### src/rtl/sm4cm_pkg.sv
// Shared constants, tables and round functions for the SM4 chaining-mode core.
package sm4cm_pkg;

   localparam int RK_DEPTH = 32;
   localparam int RK_AW    = $clog2(RK_DEPTH);
   localparam int WORD_W   = 32;
   localparam int BLK_W    = 128;
   localparam int HALF_W   = 64;
   localparam int CSR_AW   = 6;
   localparam int CSR_DW   = 64;

   typedef logic [WORD_W-1:0] word_type;
   typedef logic [BLK_W-1:0]  block_type;
   typedef logic [RK_AW-1:0]  rk_addr_type;

   // Chaining modes
   localparam logic [1:0] MODE_ECB = 2'd0;
   localparam logic [1:0] MODE_CBC = 2'd1;
   localparam logic [1:0] MODE_CFB = 2'd2;
   localparam logic [1:0] MODE_OFB = 2'd3;

   // Register indexes (byte address is 8 * index)
   localparam logic [2:0] REG_KEY_HIGH = 3'd0;
   localparam logic [2:0] REG_KEY_LOW  = 3'd1;
   localparam logic [2:0] REG_IV_HIGH  = 3'd2;
   localparam logic [2:0] REG_IV_LOW   = 3'd3;
   localparam logic [2:0] REG_MODE     = 3'd4;
   localparam logic [2:0] REG_DIR      = 3'd5;

   localparam word_type FK0 = 32'ha3b1bac6;
   localparam word_type FK1 = 32'h56aa3350;
   localparam word_type FK2 = 32'h677d9197;
   localparam word_type FK3 = 32'hb27022dc;

   localparam logic [7:0] SBOX [256] = '{
      8'hd6,8'h90,8'he9,8'hfe,8'hcc,8'he1,8'h3d,8'hb7,8'h16,8'hb6,8'h14,8'hc2,8'h28,8'hfb,8'h2c,8'h05,
      8'h2b,8'h67,8'h9a,8'h76,8'h2a,8'hbe,8'h04,8'hc3,8'haa,8'h44,8'h13,8'h26,8'h49,8'h86,8'h06,8'h99,
      8'h9c,8'h42,8'h50,8'hf4,8'h91,8'hef,8'h98,8'h7a,8'h33,8'h54,8'h0b,8'h43,8'hed,8'hcf,8'hac,8'h62,
      8'he4,8'hb3,8'h1c,8'ha9,8'hc9,8'h08,8'he8,8'h95,8'h80,8'hdf,8'h94,8'hfa,8'h75,8'h8f,8'h3f,8'ha6,
      8'h47,8'h07,8'ha7,8'hfc,8'hf3,8'h73,8'h17,8'hba,8'h83,8'h59,8'h3c,8'h19,8'he6,8'h85,8'h4f,8'ha8,
      8'h68,8'h6b,8'h81,8'hb2,8'h71,8'h64,8'hda,8'h8b,8'hf8,8'heb,8'h0f,8'h4b,8'h70,8'h56,8'h9d,8'h35,
      8'h1e,8'h24,8'h0e,8'h5e,8'h63,8'h58,8'hd1,8'ha2,8'h25,8'h22,8'h7c,8'h3b,8'h01,8'h21,8'h78,8'h87,
      8'hd4,8'h00,8'h46,8'h57,8'h9f,8'hd3,8'h27,8'h52,8'h4c,8'h36,8'h02,8'he7,8'ha0,8'hc4,8'hc8,8'h9e,
      8'hea,8'hbf,8'h8a,8'hd2,8'h40,8'hc7,8'h38,8'hb5,8'ha3,8'hf7,8'hf2,8'hce,8'hf9,8'h61,8'h15,8'ha1,
      8'he0,8'hae,8'h5d,8'ha4,8'h9b,8'h34,8'h1a,8'h55,8'had,8'h93,8'h32,8'h30,8'hf5,8'h8c,8'hb1,8'he3,
      8'h1d,8'hf6,8'he2,8'h2e,8'h82,8'h66,8'hca,8'h60,8'hc0,8'h29,8'h23,8'hab,8'h0d,8'h53,8'h4e,8'h6f,
      8'hd5,8'hdb,8'h37,8'h45,8'hde,8'hfd,8'h8e,8'h2f,8'h03,8'hff,8'h6a,8'h72,8'h6d,8'h6c,8'h5b,8'h51,
      8'h8d,8'h1b,8'haf,8'h92,8'hbb,8'hdd,8'hbc,8'h7f,8'h11,8'hd9,8'h5c,8'h41,8'h1f,8'h10,8'h5a,8'hd8,
      8'h0a,8'hc1,8'h31,8'h88,8'ha5,8'hcd,8'h7b,8'hbd,8'h2d,8'h74,8'hd0,8'h12,8'hb8,8'he5,8'hb4,8'hb0,
      8'h89,8'h69,8'h97,8'h4a,8'h0c,8'h96,8'h77,8'h7e,8'h65,8'hb9,8'hf1,8'h09,8'hc5,8'h6e,8'hc6,8'h84,
      8'h18,8'hf0,8'h7d,8'hec,8'h3a,8'hdc,8'h4d,8'h20,8'h79,8'hee,8'h5f,8'h3e,8'hd7,8'hcb,8'h39,8'h48
   };

   // Byte-wise S-box substitution
   function automatic word_type tau(input word_type x);
      tau = {SBOX[x[31:24]], SBOX[x[23:16]], SBOX[x[15:8]], SBOX[x[7:0]]};
   endfunction

   function automatic word_type rol(input word_type x, input int unsigned n);
      rol = (x << n) | (x >> (WORD_W - n));
   endfunction

   // Linear layer of the data rounds
   function automatic word_type lin_round(input word_type t);
      lin_round = t ^ rol(t, 2) ^ rol(t, 10) ^ rol(t, 18) ^ rol(t, 24);
   endfunction

   // Linear layer of the key schedule
   function automatic word_type lin_key(input word_type t);
      lin_key = t ^ rol(t, 13) ^ rol(t, 23);
   endfunction

   // CK constant: byte j of word i is (4i + j) * 7 mod 256
   function automatic word_type ck_word(input rk_addr_type i);
      logic [7:0] idx;
      word_type   w;
      w = '0;
      for (int j = 0; j < 4; j++) begin
         idx = {1'b0, i, 2'(j)};
         w   = {w[23:0], 8'((idx << 3) - idx)};
      end
      ck_word = w;
   endfunction

   // Block fed into the cipher for each mode
   function automatic block_type cipher_src(input logic [1:0] mode, input logic dec,
                                            input block_type data, input block_type cv);
      case (mode)
         MODE_ECB: cipher_src = data;
         MODE_CBC: cipher_src = dec ? data : (data ^ cv);
         MODE_CFB: cipher_src = cv;
         MODE_OFB: cipher_src = cv;
         default:  cipher_src = data;
      endcase
   endfunction

endpackage

### src/rtl/sm4cm_rk_ram.sv
// Round key store: 32 x 32 synchronous RAM, one write and one registered read port.
module sm4cm_rk_ram
   import sm4cm_pkg::*;
(
   input  logic        clock,
   input  logic        wr_en,
   input  rk_addr_type wr_addr,
   input  word_type    wr_data,
   input  rk_addr_type rd_addr,
   output word_type    rd_data
);

   word_type mem [RK_DEPTH];
   word_type rd_data_ff;

   // write port
   always_ff @(posedge clock) begin
      if (wr_en) begin
         mem[wr_addr] <= wr_data;
      end
   end

   // read port, registered
   always_ff @(posedge clock) begin
      rd_data_ff <= mem[rd_addr];
   end

   assign rd_data = rd_data_ff;

endmodule

### src/rtl/sm4_cipher_with_chaining_modes_core.sv
// SM4 block cipher core with ECB, CBC, CFB and OFB chaining and an APB-style register port.
//
// One 128-bit request in, one 128-bit result out. A single shared round unit runs one SM4
// round per cycle and reads its round key from a 32-entry RAM with a registered read port.
// A new request is accepted only after the previous block has finished its rounds, in the
// same cycle the previous result is written, but not while a stalled result holds it.
// The first request after reset or after any register write first expands the 32 round keys
// into the RAM (one key per cycle), primes the key read in a prime state, and loads
// the chaining value from the IV registers. Registers lie at byte address 8 * index and are
// 64 bits wide; write them only while the core is idle. The result register decouples the
// output: a new request is taken while a result waits.
module sm4_cipher_with_chaining_modes_core
   import sm4cm_pkg::*;
(
   input  logic                clock,
   input  logic                reset,
   // request channel
   input  logic                req_valid,
   output logic                req_stall,
   input  logic [HALF_W-1:0]   req_data_high,
   input  logic [HALF_W-1:0]   req_data_low,
   input  logic                req_last_block,
   // result channel
   output logic                rsp_valid,
   input  logic                rsp_stall,
   output logic [HALF_W-1:0]   rsp_result_high,
   output logic [HALF_W-1:0]   rsp_result_low,
   output logic                rsp_last_out,
   // register port
   input  logic                csr_psel,
   input  logic                csr_penable,
   input  logic                csr_pwrite,
   input  logic [CSR_AW-1:0]   csr_paddr,
   input  logic [CSR_DW-1:0]   csr_pwdata,
   output logic [CSR_DW-1:0]   csr_prdata,
   output logic                csr_pready
);

   localparam logic [2:0] ST_IDLE  = 3'd0;
   localparam logic [2:0] ST_KEY   = 3'd1;
   localparam logic [2:0] ST_PRIME = 3'd2;
   localparam logic [2:0] ST_ROUND = 3'd3;
   localparam logic [2:0] ST_DONE  = 3'd4;

   localparam rk_addr_type RK_LAST = rk_addr_type'(RK_DEPTH - 1);

   // configuration registers
   logic [HALF_W-1:0] key_high_ff, key_low_ff, iv_high_ff, iv_low_ff;
   logic [1:0]        mode_ff;
   logic              dir_ff;

   // control
   logic [2:0]  state_ff, state_in;
   rk_addr_type cnt_ff, cnt_in;
   logic        keys_ready_ff, keys_ready_in;
   logic        rsp_valid_ff, rsp_valid_in;

   // datapath
   block_type         words_ff, words_in;
   block_type         cv_ff, cv_in;
   block_type         data_ff, data_in;
   logic              last_ff, last_in;
   logic [HALF_W-1:0] rsp_high_ff, rsp_high_in, rsp_low_ff, rsp_low_in;
   logic              rsp_last_ff, rsp_last_in;
   word_type          rk_ram_rd_data;

   logic        cfg_wr;
   logic [2:0]  cfg_idx;
   logic        rev;
   logic        out_free;
   logic        take;
   logic        accept;
   word_type    rk;
   word_type    mix;
   word_type    sub;
   word_type    new_word;
   rk_addr_type rd_addr;
   rk_addr_type nxt_round;
   block_type   e_blk;
   block_type   result;
   block_type   cv_next;
   block_type   cv_cur;
   block_type   src;

   // register port
   assign csr_pready = 1'b1;
   assign cfg_idx    = csr_paddr[CSR_AW-1:3];
   assign cfg_wr     = csr_psel & csr_penable & csr_pwrite;

   always_ff @(posedge clock) begin
      if (reset) begin
         key_high_ff <= '0;
         key_low_ff  <= '0;
         iv_high_ff  <= '0;
         iv_low_ff   <= '0;
         mode_ff     <= MODE_ECB;
         dir_ff      <= 1'b0;
      end else if (cfg_wr) begin
         case (cfg_idx)
            REG_KEY_HIGH: key_high_ff <= csr_pwdata;
            REG_KEY_LOW:  key_low_ff  <= csr_pwdata;
            REG_IV_HIGH:  iv_high_ff  <= csr_pwdata;
            REG_IV_LOW:   iv_low_ff   <= csr_pwdata;
            REG_MODE:     mode_ff     <= csr_pwdata[1:0];
            REG_DIR:      dir_ff      <= csr_pwdata[0];
            default:      ;
         endcase
      end
   end

   always_comb begin
      case (cfg_idx)
         REG_KEY_HIGH: csr_prdata = key_high_ff;
         REG_KEY_LOW:  csr_prdata = key_low_ff;
         REG_IV_HIGH:  csr_prdata = iv_high_ff;
         REG_IV_LOW:   csr_prdata = iv_low_ff;
         REG_MODE:     csr_prdata = {{(CSR_DW-2){1'b0}}, mode_ff};
         REG_DIR:      csr_prdata = {{(CSR_DW-1){1'b0}}, dir_ff};
         default:      csr_prdata = '0;
      endcase
   end

   // reversed key order only for ECB/CBC decryption
   assign rev = dir_ff & ((mode_ff == MODE_ECB) | (mode_ff == MODE_CBC));

   // shared round unit: key schedule or data round
   assign rk       = rk_ram_rd_data;
   assign mix      = words_ff[95:64] ^ words_ff[63:32] ^ words_ff[31:0] ^
                     ((state_ff == ST_KEY) ? ck_word(cnt_ff) : rk);
   assign sub      = tau(mix);
   assign new_word = words_ff[127:96] ^
                     ((state_ff == ST_KEY) ? lin_key(sub) : lin_round(sub));

   // cipher output is the final words in reversed order
   assign e_blk = {words_ff[31:0], words_ff[63:32], words_ff[95:64], words_ff[127:96]};

   // chaining post-processing
   always_comb begin
      case (mode_ff)
         MODE_ECB: begin
            result  = e_blk;
            cv_next = cv_ff;
         end
         MODE_CBC: begin
            result  = dir_ff ? (e_blk ^ cv_ff) : e_blk;
            cv_next = dir_ff ? data_ff : e_blk;
         end
         MODE_CFB: begin
            result  = e_blk ^ data_ff;
            cv_next = dir_ff ? data_ff : (e_blk ^ data_ff);
         end
         MODE_OFB: begin
            result  = e_blk ^ data_ff;
            cv_next = e_blk;
         end
         default: begin
            result  = e_blk;
            cv_next = cv_ff;
         end
      endcase
   end

   // handshakes
   assign out_free  = ~rsp_valid_ff | ~rsp_stall;
   assign take      = (state_ff == ST_IDLE) | ((state_ff == ST_DONE) & out_free);
   assign req_stall = ~take;
   assign accept    = req_valid & take;

   // chaining value forwarded when a request enters as the previous one retires
   assign cv_cur = (state_ff == ST_DONE) ? cv_next : cv_ff;
   assign src    = (state_ff == ST_PRIME) ? cipher_src(mode_ff, dir_ff, data_ff, cv_ff)
                                          : cipher_src(mode_ff, dir_ff,
                                                       {req_data_high, req_data_low}, cv_cur);

   // key read address: first round key, or the one after the current round
   assign nxt_round = cnt_ff + 1'b1;
   always_comb begin
      if (state_ff == ST_ROUND) begin
         rd_addr = rev ? ~nxt_round : nxt_round;
      end else begin
         rd_addr = rev ? RK_LAST : '0;
      end
   end

   // sequencer
   always_comb begin
      state_in      = state_ff;
      cnt_in        = cnt_ff;
      keys_ready_in = keys_ready_ff;
      rsp_valid_in  = rsp_valid_ff & rsp_stall;
      words_in      = words_ff;
      cv_in         = cv_ff;
      data_in       = data_ff;
      last_in       = last_ff;
      rsp_high_in   = rsp_high_ff;
      rsp_low_in    = rsp_low_ff;
      rsp_last_in   = rsp_last_ff;

      // retire finished block into the result register
      if ((state_ff == ST_DONE) && out_free) begin
         rsp_valid_in = 1'b1;
         rsp_high_in  = result[127:64];
         rsp_low_in   = result[63:0];
         rsp_last_in  = last_ff;
         cv_in        = cv_next;
         state_in     = ST_IDLE;
      end

      case (state_ff)
         ST_KEY: begin
            words_in = {words_ff[95:0], new_word};
            cnt_in   = nxt_round;
            if (cnt_ff == RK_LAST) begin
               keys_ready_in = 1'b1;
               state_in      = ST_PRIME;
            end
         end
         ST_PRIME: begin
            words_in = src;
            cnt_in   = '0;
            state_in = ST_ROUND;
         end
         ST_ROUND: begin
            words_in = {words_ff[95:0], new_word};
            cnt_in   = nxt_round;
            if (cnt_ff == RK_LAST) begin
               state_in = ST_DONE;
            end
         end
         default: ;
      endcase

      // new request
      if (accept) begin
         data_in = {req_data_high, req_data_low};
         last_in = req_last_block;
         cnt_in  = '0;
         if (!keys_ready_ff) begin
            words_in = {key_high_ff[63:32] ^ FK0, key_high_ff[31:0] ^ FK1,
                        key_low_ff[63:32] ^ FK2, key_low_ff[31:0] ^ FK3};
            cv_in    = {iv_high_ff, iv_low_ff};
            state_in = ST_KEY;
         end else begin
            words_in = src;
            state_in = ST_ROUND;
         end
      end

      // any register write forces re-expansion
      if (cfg_wr && (cfg_idx <= REG_DIR)) begin
         keys_ready_in = 1'b0;
      end
   end

   always_ff @(posedge clock) begin
      if (reset) begin
         state_ff      <= ST_IDLE;
         cnt_ff        <= '0;
         keys_ready_ff <= 1'b0;
         rsp_valid_ff  <= 1'b0;
         cv_ff         <= '0;
      end else begin
         state_ff      <= state_in;
         cnt_ff        <= cnt_in;
         keys_ready_ff <= keys_ready_in;
         rsp_valid_ff  <= rsp_valid_in;
         cv_ff         <= cv_in;
      end
   end

   always_ff @(posedge clock) begin
      words_ff    <= words_in;
      data_ff     <= data_in;
      last_ff     <= last_in;
      rsp_high_ff <= rsp_high_in;
      rsp_low_ff  <= rsp_low_in;
      rsp_last_ff <= rsp_last_in;
   end

   // round key store
   sm4cm_rk_ram u_rk_ram (
      .clock   (clock),
      .wr_en   (state_ff == ST_KEY),
      .wr_addr (cnt_ff),
      .wr_data (new_word),
      .rd_addr (rd_addr),
      .rd_data (rk_ram_rd_data)
   );

   assign rsp_valid       = rsp_valid_ff;
   assign rsp_result_high = rsp_high_ff;
   assign rsp_result_low  = rsp_low_ff;
   assign rsp_last_out    = rsp_last_ff;

endmodule

### config.mk
export PLATFORM = sky130hd
export DESIGN_NAME = sm4_cipher_with_chaining_modes_core
export DESIGN_NICKNAME = d
export VERILOG_FILES = /design/src/rtl/sm4cm_pkg.sv /design/src/rtl/sm4cm_rk_ram.sv /design/src/rtl/sm4_cipher_with_chaining_modes_core.sv
export SDC_FILE = /design/constraint.sdc
export NUM_CORES = 2
export LEC_CHECK = 0
export BUFFER_PORTS_ARGS = -buffer_cell sky130_fd_sc_hd__buf_4
export CORE_ASPECT_RATIO = 1.25
export CORE_MARGIN = 8
export CORE_UTILIZATION = 40
export CTS_CLUSTER_SIZE = 25
export DETAILED_ROUTE_END_ITERATION = 10
export PLACE_DENSITY = 0.58
export SYNTH_ARGS = -nofsm -noshare
export SYNTH_HDL_FRONTEND = slang
export SYNTH_SLANG_ARGS = --single-unit
### constraint.sdc
create_clock -name clock -period 16.62 [get_ports clock]
set_clock_uncertainty 0.15 [all_clocks]
set_input_delay 1.662 -clock clock [delete_from_list [all_inputs] [get_ports clock]]
set_output_delay 1.662 -clock clock [all_outputs]
set_load 0.03 [all_outputs]
==> results.cfg <==
[run_status]
status = finished with violations
violations = capacitance limit, slew limit

[sta]
worstMarginPinSlew_ns = 1.53
setup_violations = 0
setup_tns_ns = 0
final_max_slew_viol_count = 4
fmax_mhz = 115
min_period_ns = 8.67
relSlewSlack = -0.0377
finalHoldViolCount = 0
rsz0062_at_grt = false
min_period_over_period = 0.522

[floorplan]
pin_count = 402
dieHeight_um = 584
core_mm2 = 0.257
initial_core_util = 0.402
die_area_mm2 = 0.275
die_w_um = 470
core.rowCount = 208

[min_path]
worstHoldStart = last_ff
hold_path_end = rsp_last_out
hold_class = flop to flop
worstHoldPathCells = 0

[clocking]
cts_buffers = 194
cts_tree = done
clk_pin_slew_worst_paths_ns = 0.07
clk_root_buffer_cell = clkbuf_16
cts_resized = 0
h-tree-depth = 4
cts_buffer_depth = 4
hold_buffers = 0
clk_latency_ns = 0.89
cts_setup_buffers = 0
clkSinkCount = 1839

[grt]
track_usage = 0.317
grt_pass1_wl_um = 640000
grtUsageMet1 = 0.402
first_global_vias = 83352
grt_max_degree = 214
overflow = 0
grt_busiest_layer = met2
met2_usage = 0.485
antenna_found_initial = 56
globalRouteMet3Util = 0.0704

[detailed_routing]
vias_per_cell = 6.71
wl_per_cell_um = 34.1
dr.pass1.iters = 9
routed_wl_um = 461000
drt-initial-drc-count = 14341
vias = 90769
drc = 0
ant_nets = 0

[yosys]
yosysSeqAreaShare = 0.494
async_flop_share = 0
synthesis.nets = 10338
synth_compound_area_frac = 0.227
synthSimpleGateAreaFrac = 0.100
synth_fa_ha_area_frac = 0.00609
synthMuxAreaShare = 0.0884
synth_top_family_by_area = compound AO/OA/AOI/OAI gates
synthXorXnorAreaFrac = 0.0402
syn-instance-count = 10084
synth_seq_cells = 1839
yosys_warnings = 0
synthDistinctLibCells = 123
syn_area_mm2 = 0.103
syn_area_per_cell_um2 = 10.2
synth_edf_count = 1410
synth-main-ff-cell = edfxtp_1

[critical_path]
worstPathMaxFanout = 32
critPathKind = flop to flop
cp.required_ns = 17.10
critPathCaptureType = flop
r2r-start = state_ff[0]
rrSetupSlack_ns = 7.95
critical_path_arrival_ns = 9.15
r2r_cells = 17
r2r-end = u_rk_ram.mem[21][7]
worstSetupStartpointType = flop

[final_layout]
area_growth_pct = 12.3
fillers = 23505
seqCellArea_mm2 = 0.0509
drive_gt1_frac = 0.152
nNetsFinal = 10246
final_common_cell = nand2_1
multiInputGateArea_mm2 = 0.0487
final_cell_mix = nand2_1, edfxtp_1, o21ai_0

[placed_design]
numPortBuffers = 397
gp_congestion = 0.991
hpwlAfterDp_um = 297000

[job]
maxCapViolCount = 2
==> critical path, cell delays in order (launching register included) <==
cell,delay (ns)
dfxtp_1,0.65
nor3b_4,0.70
buf_4,0.35
nor2_1,0.13
xor2_2,0.19
buf_4,0.26
inv_1,0.81
ha_1,0.74
inv_1,0.46
a221o_1,0.42
a221oi_1,0.32
o31ai_1,0.18
o32a_1,0.51
nor3_1,0.77
nor2_1,0.22
o2111a_1,0.35
xnor2_2,0.66
buf_4,0.42
==> per-stage QoR <==
stage               hold WS, ns  area, µm²  utilization  instances  setup slack, ns
detailed placement        0.272     110000        0.427      13155             8.27
global route              0.297     116000        0.451      13515             7.65
global placement          0.252     110000        0.427      13155             8.32
floorplan                 0.250     103000            -      10084             9.94
CTS                       0.293     116000        0.451      13500             8.16
finish                    0.288     116000        0.451      13533             7.95
==> final cells by class <==
type,instances,area share
inverter,172,0.00574
clock inverter,85,0.00681
tap,3360,0.0363
sequential,1839,0.440
multi-input combinational,7118,0.420
antenna,32,0.000691
clock buffer,260,0.0458
timing repair buffer,667,0.0447
==> cells in the mapped netlist, types with 123 or more instances <==
cell      count  area (µm²)
a21oi_1     964        4820
dfxtp_1     429        8590
a22oi_1     276        2070
and3_1      123         769
clkbuf_1    703        2640
nor2_1      476        1790
edfxtp_1   1410       42300
o21ai_0    1021        5110
a211oi_1    386        2900
buf_2       138         691
mux4_2      337        7590
nand2_1    1530        5740
xnor2_1     285        2500
a22o_1      131        1150
inv_1       163         612
a31oi_1     158         988
o211ai_1    194        1460
==> kinds of logic after synthesis <==
| group | Yosys count |
|---|---|
| buffers and inverters | 1127 |
| AND/OR/NAND/NOR | 2480 |
| multiplexers | 478 |
| XOR/XNOR | 425 |
| other | 1 |
| adder cells (fa/ha/maj) | 50 |
| flip-flops | 1839 |
| AO/OA/AOI/OAI | 3684 |
==> routing by layer <==
layer  part of all wire  up-vias
li1                   -    38120
met4              0.085       20
met1               0.37    44920
met2               0.44     6397
met5            0.00028        -
met3               0.11     1312
==> worst max path at each step <==
stage                 from             endpoint  slack, ns  cells past startpoint
2_1_floorplan    rsp_stall           data_ff[0]       9.94                      4
3_3_place_gp   state_ff[0]  u_rk_ram.mem[20][0]       8.32                     18
3_5_place_dp   state_ff[0]  u_rk_ram.mem[29][0]       8.27                     18
4_1_cts        state_ff[0]  u_rk_ram.mem[29][0]       8.16                     18
5_1_grt        state_ff[0]         words_ff[20]       7.65                     18
6_report       state_ff[0]  u_rk_ram.mem[21][7]       7.95                     17
==> registers in the layout, indices dropped and copies added, names as in the netlist, 2 cells and up <==
signal / count
iv_low_ff: 64
data_ff: 128
cv_ff: 128
cnt_ff: 5
iv_high_ff: 64
mode_ff: 2
rsp_result_high: 64
words_ff: 128
state_ff: 3
key_high_ff: 64
u_rk_ram.mem: 1024
key_low_ff: 64
u_rk_ram.rd_data: 32
rsp_result_low: 64
Power is left out: the tool's default activity adds up to more than one toggle a clock period on the data nets, which glitch-free logic cannot reach.
